==> config.mk <==
export PLATFORM = sky130hd
export DESIGN_NAME = bfha_ram
export DESIGN_NICKNAME = d
export VERILOG_FILES = /design/src/rtl/core/bfha_ram.sv
export SDC_FILE = /design/constraint.sdc
export NUM_CORES = 1
export LEC_CHECK = 0
export BUFFER_PORTS_ARGS = -buffer_cell sky130_fd_sc_hd__clkbuf_2
export CAP_MARGIN = 20
export CORE_AREA = 3 3 142 144
export CTS_BUF_LIST = sky130_fd_sc_hd__clkbuf_16
export DETAILED_ROUTE_END_ITERATION = 6
export DIE_AREA = 0 0 145 147
export PLACE_DENSITY_LB_ADDON = 0.25
export SLEW_MARGIN = 20
export SYNTH_ARGS = -nofsm -noshare
export SYNTH_HDL_FRONTEND = slang
export SYNTH_SLANG_ARGS = --single-unit
==> constraint.sdc <==
create_clock -name i_clk -period 6 [get_ports i_clk]
set_input_delay 0.3 -clock i_clk [delete_from_list [all_inputs] [get_ports i_clk]]
set_output_delay 0.3 -clock i_clk [all_outputs]
set_load 0.05 [all_outputs]
==> src/rtl/core/bfha_ram.sv <==
// Generic simple dual-port RAM with registered read.
module bfha_ram #(
    parameter int WIDTH = 8,
    parameter int DEPTH = 32
) (
    input  logic                     i_clk,
    input  logic                     i_we,
    input  logic [$clog2(DEPTH)-1:0] i_waddr,
    input  logic [WIDTH-1:0]         i_wdata,
    input  logic [$clog2(DEPTH)-1:0] i_raddr,
    output logic [WIDTH-1:0]         o_rdata
);
    logic [WIDTH-1:0] r_mem [DEPTH];
    logic [WIDTH-1:0] r_q;

    always_ff @(posedge i_clk) begin
        if (i_we) begin
            r_mem[i_waddr] <= i_wdata;
        end
        r_q <= r_mem[i_raddr];
    end

    assign o_rdata = r_q;
endmodule

**Word-level counts from Yosys, hierarchy flattened**

Memories as Yosys holds them, arrays and structs flattened. A register that Yosys moved wholly into a read port is not among the register bits.
Cells that the tools add are included.

- Bits in registers: 0
- Bits in writable memories: 256
- Input bits: 20
- Output and inout bits: 8
- Logic and storage cells: 3
- Memories kept: 1

- Mux-type cells: 2

Memories:

| memory | depth | bits a word | read ports | clocked after Yosys merged registers in | write ports | RTL line | source |
|---|---|---|---|---|---|---|---|
| r_mem | 32 | 8 | 1 | 1 | 1 | 13 | `logic [WIDTH-1:0] r_mem [DEPTH];` |

Operator list:

| operator | number |
|---|---|
| 2-to-1 mux 1 bit | 2 |

**Longest topological paths before layout**

Gate-level depths: netlist (run 1).

- Word-level depth: 2
- Mapped depth: 5
- Mapped depth without buffers: 3

**Least setup slack after synthesis (run 1)**

No wires, ideal clock.

- Path kind: input -> register
- From: in i_raddr[2]
- To: reg r_q[0] (netlist: o_rdata[0]) (read register of r_mem)
- Setup time: 0.121 ns
- Arrival: 1.982 ns
- Data required time: 5.879 ns
- Slack: 3.898 ns
- Stages: 5
- Buffers on the path: 2
- Path through: clkbuf_1 clkbuf_1 mux4_2 mux4_2 mux2_2

RTL lines:

| what | RTL line | source |
|---|---|---|
| start: declaration | 10 | `input logic [$clog2(DEPTH)-1:0] i_raddr,` |
| end: declaration | 14 | `logic [WIDTH-1:0] r_q;` |

==> results of run 1 <==
logic make-up (layout without fill, tap and decap cells):
family | count (synthesis) | in the layout | share of synthesized area
buffers and inverters | 20 | 75 | 0.0106
multiplexers | 88 | 88 | 0.188
AND/OR/NAND/NOR | 45 | 45 | 0.0207
flip-flops | 264 | 264 | 0.781
power breakdown:
| group | total [mW] | switching, mW | internal (mW) |
|---|---|---|---|
| Combinational | 0.209 | 0.129 | 0.0796 |
| Sequential | 2.06 | 0.0109 | 2.05 |
| Clock | 1.67 | 0.656 | 1.01 |
| Total | 3.94 | 0.796 | 3.14 |
registers in the layout, summed over array words and instances, names as in the netlist:
signal	cells
r_mem	256
o_rdata	8
placed cells by master, fill, tap and decap left out, drive strengths merged:
cell type  Yosys  layout
clkinv         0      12
mux2           8       8
mux4          80      80
nor2          33      33
clkbuf         6      51
dfxtp          8       8
or3            1       1
nand2          1       1
nand3b         5       5
inv            0       2
or3b           3       3
buf           14       3
clkinvlp       0       1
bufinv         0       6
edfxtp       256     256
nand3          2       2
per-stage QoR:
stage          cells  hold slack, ns  total power, mW  cell area (um2)
3_3_place_gp     686           0.821             2.31            10400
4_1_cts          732           0.265             3.97            11300
6_report         732           0.295             3.94            11300
2_1_floorplan    417           0.399             2.23            10100
5_1_grt          732           0.283             4.05            11300
3_5_place_dp     686           0.824             2.31            10400
area by class of cell:
type                    count  share of cell area
flip-flops and latches    264               0.694
clock inverters            21              0.0220
multi-input cells         133               0.186
repair buffers             29              0.0135
well taps                 260              0.0288
clock buffers              25              0.0554
path summary, 6_finish.rpt:
path,to,depth (start not counted)
max reg2reg,o_rdata[6],3
max,o_rdata[2],5
min,o_rdata[4],2
min reg2reg,o_rdata[5],3
layer usage:
layer,wire [um],up-vias
met1,8470,2349
met4,514,0
met3,1620,37
li1,-,1843
met2,9350,169
met5,0,-
critical path, delay by kind of cell:
kind,cells,cell delay (ns)
buffers and inverters,2,1.17
multiplexers,3,1.41
==> flow_summary.toml, run 1 <==
[place]
port-buffer-count = 27
place_worst_setup_slack_ns = 2.87
routabilityCongestion = 0.803
dp.final_hpwl_mm = 12.1

[timing]
tns_ns = 0
hold_violations = 0
fin_crit_sh = 0.416
skew_ns = 0.0288
fmax_mhz = 400
worst_slew_pin_slew_ns = 1.01
worst_slack_ns = 3.50
layout_min_cycle_time_ns = 2.50
final_max_slew_viol_count = 0
setup_violations = 0
grt_setup_unrepaired = "false"
slew_headroom = 0.322

[cells_and_area]
fillers = 1277
areaGrowthSynthToFinish_pct = 12.4
drive_gt1_frac = 0.331
multiInputGateArea_um2 = 2100
fin_nets = 473
fin_util = 0.600
regArea_um2 = 7850
antennaDiodeCount = 0

[grt]
grt_overflow = 0
grt_pass1_wl_mm = 30.4
grtUsageMet1 = 0.291
use_met3 = 0.0404
grt_max_degree = 46
antenna_found_initial = 0
use_met2 = 0.293
top_usage_layer = "met2"
grt_util_all_layers = 0.193
grt_pass1_vias = 4609

[clock_network]
insertion_delay_ns = 0.54
ctsLongestPathBuffers = 3
hold_buffers = 0
htree_levels = 1
cts_tree = "done"
root_buffer = "clkbuf_16"
ctsResizeCount = 0
cts_setup_buffers = 0
clk_pin_slew_ns = 0.06
cts.sinks = 264
cts_buffers = 25

[setup_path]
startpoint_type = "input port"
end_kind = "flip-flop"
worstSetupStartpoint = "i_raddr[0]"
crit_chain = "buf_4 -> buf_4 -> mux4_2 -> mux4_2 -> mux2_2"
critical_path.slowest_cell = "buf_4"
critPathMaxFanout = 37
crit_required_ns = 6.40
r2r_start = "r_mem[13][6]"
path_class = "in2reg"
crit_arrival_ns = 2.90
cpPeakStageDelay_ns = 0.60
regToRegSetupSlack_ns = 4.14

[job]
drv_cap = 0

[floorplanning]
start_util = 0.534
die_x_um = 145
fp.dieH_um = 147
fp.dieArea_um2 = 21300
fp.coreArea_um2 = 18800
std_cell_rows = 50
io_pins = 28

[worst_hold_path]
min_from = "i_raddr[3]"
hold_path_class = "in2reg"

[synthesis]
ys_seq_area_frac = 0.781
syn_area_um2 = 10100
netlist.area_leader.share = 0.765
synth_cell_types = 15
synth-main-ff-cell = "edfxtp_1"
synthCells = 417
synthArstFlopShare = 0
syn-mean-instance-area_um2 = 24.1
synthesis.nets = 437
yosys_warnings = 0
ys_top_cells_by_count = "edfxtp_1, mux4_2, nor2_1"
ys_ff_latch = 264
synth.most_common_cell = "edfxtp_1"
synth_top_cells_by_area = "edfxtp_1, mux4_2, dfxtp_1"
synth_edf_count = 256
synth_top_area_cell = "edfxtp_1"

[drt]
firstDrtPassIters = 5
vias_per_cell = 6.01
drc_errors = 0
wl_per_cell_um = 27.3
drt_iter0_drc = 617
vias = 4398
ant_nets = 0
routed_wl_mm = 20.0

[power]
ir_drop_mv = 0.199
p_per_area_nw_per_um2 = 349
p_leak_nw = 3.52

[status]
status = "finished, final reports clean"
No activity file was read; power rests on OpenSTA's default activity.
==> inputs of run 2 (changes only) <==
- ABC_AREA: default -> 1
- CORE_AREA: 3 3 142 144 -> 3 3 147 149
- DIE_AREA: 0 0 145 147 -> 0 0 150 152
- clock period: 6 -> 2.45 ns (I/O delays scaled with it)
==> flow_summary.toml, run 2 <==
[status]
status = "finished, final reports clean"

[clock_network]
clk_pin_slew_ns = 0.06
cts_setup_buffers = 0
cts_buffers = 27
root_buffer = "clkbuf_16"
cts.sinks = 264
htree_levels = 1
ctsLongestPathBuffers = 3
insertion_delay_ns = 0.53
cts_tree = "done"

[timing]
fmax_mhz = 749
layout_min_cycle_time_ns = 1.33
slew_headroom = 0.387
setup_violations = 0
grt_setup_unrepaired = "false"
worst_slew_pin_slew_ns = 0.920
tns_ns = 0
final_max_slew_viol_count = 0
fin_crit_sh = 0.545
hold_violations = 0
skew_ns = 0.00840

[drt]
firstDrtPassIters = 5
drt_iter0_drc = 771
vias_per_cell = 5.61
ant_nets = 0
drc_errors = 0
wl_per_cell_um = 20.5
vias = 7017
routed_wl_mm = 25.7

[synthesis]
synthArstFlopShare = 0
synthesis.nets = 942
ys_ff_latch = 264
synthCells = 922
synth-main-ff-cell = "edfxtp_1"
synth_cell_types = 12
syn_area_um2 = 10800
synth.most_common_cell = "nand2_1"
synth_top_cells_by_area = "edfxtp_1, nand2_1, nand3_1"
synth_edf_count = 256
netlist.area_leader.share = 0.713
ys_seq_area_frac = 0.728
synth_top_area_cell = "edfxtp_1"
ys_top_cells_by_count = "nand2_1, edfxtp_1, nand3_1"
syn-mean-instance-area_um2 = 11.7
yosys_warnings = 0

[floorplanning]
std_cell_rows = 52
fp.dieArea_um2 = 22800
fp.coreArea_um2 = 20300
start_util = 0.531
io_pins = 28
fp.dieH_um = 152
die_x_um = 150

[grt]
grt_pass1_vias = 6989
antenna_found_initial = 1
grt_pass1_wl_mm = 39.9
grt_overflow = 0
grt_max_degree = 129
grt_util_all_layers = 0.228

[place]
placed_cell_area_um2 = 11200
routabilityCongestion = 0.829
port-buffer-count = 27
placedCellCount = 1201
dp.final_hpwl_mm = 14.8

[cells_and_area]
multiInputGateArea_um2 = 2490
stdcell_area_um2 = 12000
drive_gt1_frac = 0.0979
largest_reg_flops = 256
fillers = 1676
final_common_cell = "nand2_1"
final_cell_mix = "nand2_1, edfxtp_1, nand3_1"
regArea_um2 = 7850
fin_nets = 981
antennaDiodeCount = 0
fin_cells = 1251
areaGrowthSynthToFinish_pct = 11.0
top_register = "r_mem"

[setup_path]
startpoint_type = "input port"
crit_arrival_ns = 1.73
crit_required_ns = 2.85
path_class = "in2reg"
critPathMaxFanout = 49
end_kind = "flip-flop"

[job]
drv_cap = 0

[power]
ir_drop_mv = 0.597
p_leak_nw = 4.51
p_per_area_nw_per_um2 = 785

[worst_hold_path]
hold_path_class = "in2reg"
==> run 2: changes by cell type after synthesis, sizes merged <==
cell    change
mux4       -80
buf        +31
clkbuf      +1
nand3     +202
nand2     +359
or3b        -3
inv        +10
nand3b      -5
mux2        -8
or3         -1
nor2        -1
==> run 2: logic make-up (layout without fill, tap and decap cells) <==
kind of cell	Yosys count	count (layout)	synth area share
AND/OR/NAND/NOR	596	596	0.231
flip-flops	264	264	0.728
buffers and inverters	62	121	0.0414
==> run 2: final timing paths <==
check                             startpoint         end  slack, ns  cells past startpoint
worst max-delay path              i_raddr[0]  o_rdata[0]       1.12                     11
worst min-delay path              i_raddr[3]  o_rdata[3]       0.15                      5
worst max register to register  r_mem[24][2]  o_rdata[2]       1.25                      8
worst min register to register   r_mem[6][6]  o_rdata[6]       0.76                      8
==> run 2: routing by layer <==
layer / vias up / track usage / wire length, um
li1: 3279 / - / -
met1: 3371 / 0.325 / 10700
met2: 301 / 0.367 / 12300
met3: 64 / 0.0346 / 1910
met4: 2 / 0.0693 / 799
met5: - / 0 / 20
==> run 2: worst max-delay path: stages <==
cell      delay, ns
buf_4          0.11
clkinv_2       0.42
buf_12         0.38
nand2_1        0.08
nand3_1        0.12
nand3_1        0.12
nand2_1        0.06
nand2_1        0.07
nand2_1        0.07
nand2_1        0.06
nand2_1        0.09
==> run 2: what timing repair did <==
| action | 4_1_cts | 5_1_grt |
|---|---|---|
| gates resized for setup | 0 | 0 |
| hold buffers | 1 | 0 |
| hold endpoints to repair | 8 | 0 |
| endpoints found under the setup margin | 0 | 0 |
==> run 2: through the flow <==
step / power, mW / hold slack [ns] / setup WS (ns) / utilization
2_1_floorplan: 5.55 / 0.221 / 1.29 / -
3_3_place_gp: 5.79 / 0.465 / 0.594 / 0.550
3_5_place_dp: 5.79 / 0.467 / 0.573 / 0.550
4_1_cts: 9.46 / 0.128 / 1.11 / 0.590
5_1_grt: 9.74 / 0.185 / 0.980 / 0.590
6_report: 9.41 / 0.150 / 1.12 / 0.590
==> run 2: cell type report <==
class                   count  share of cell area
inverters                  10             0.00324
clock inverters            22             0.00992
multi-input cells         596               0.208
clock buffers              27              0.0564
repair buffers             62              0.0389
flip-flops and latches    264               0.655
well taps                 270              0.0282
==> run 2: power by group <==
part | leakage (nW) | switching [mW] | internal [mW] | total (mW)
Sequential | 2.37 | 0.0224 | 5.02 | 5.04
Clock | 0.422 | 1.62 | 2.09 | 3.71
Combinational | 1.71 | 0.495 | 0.159 | 0.654
Total | 4.51 | 2.14 | 7.27 | 9.41
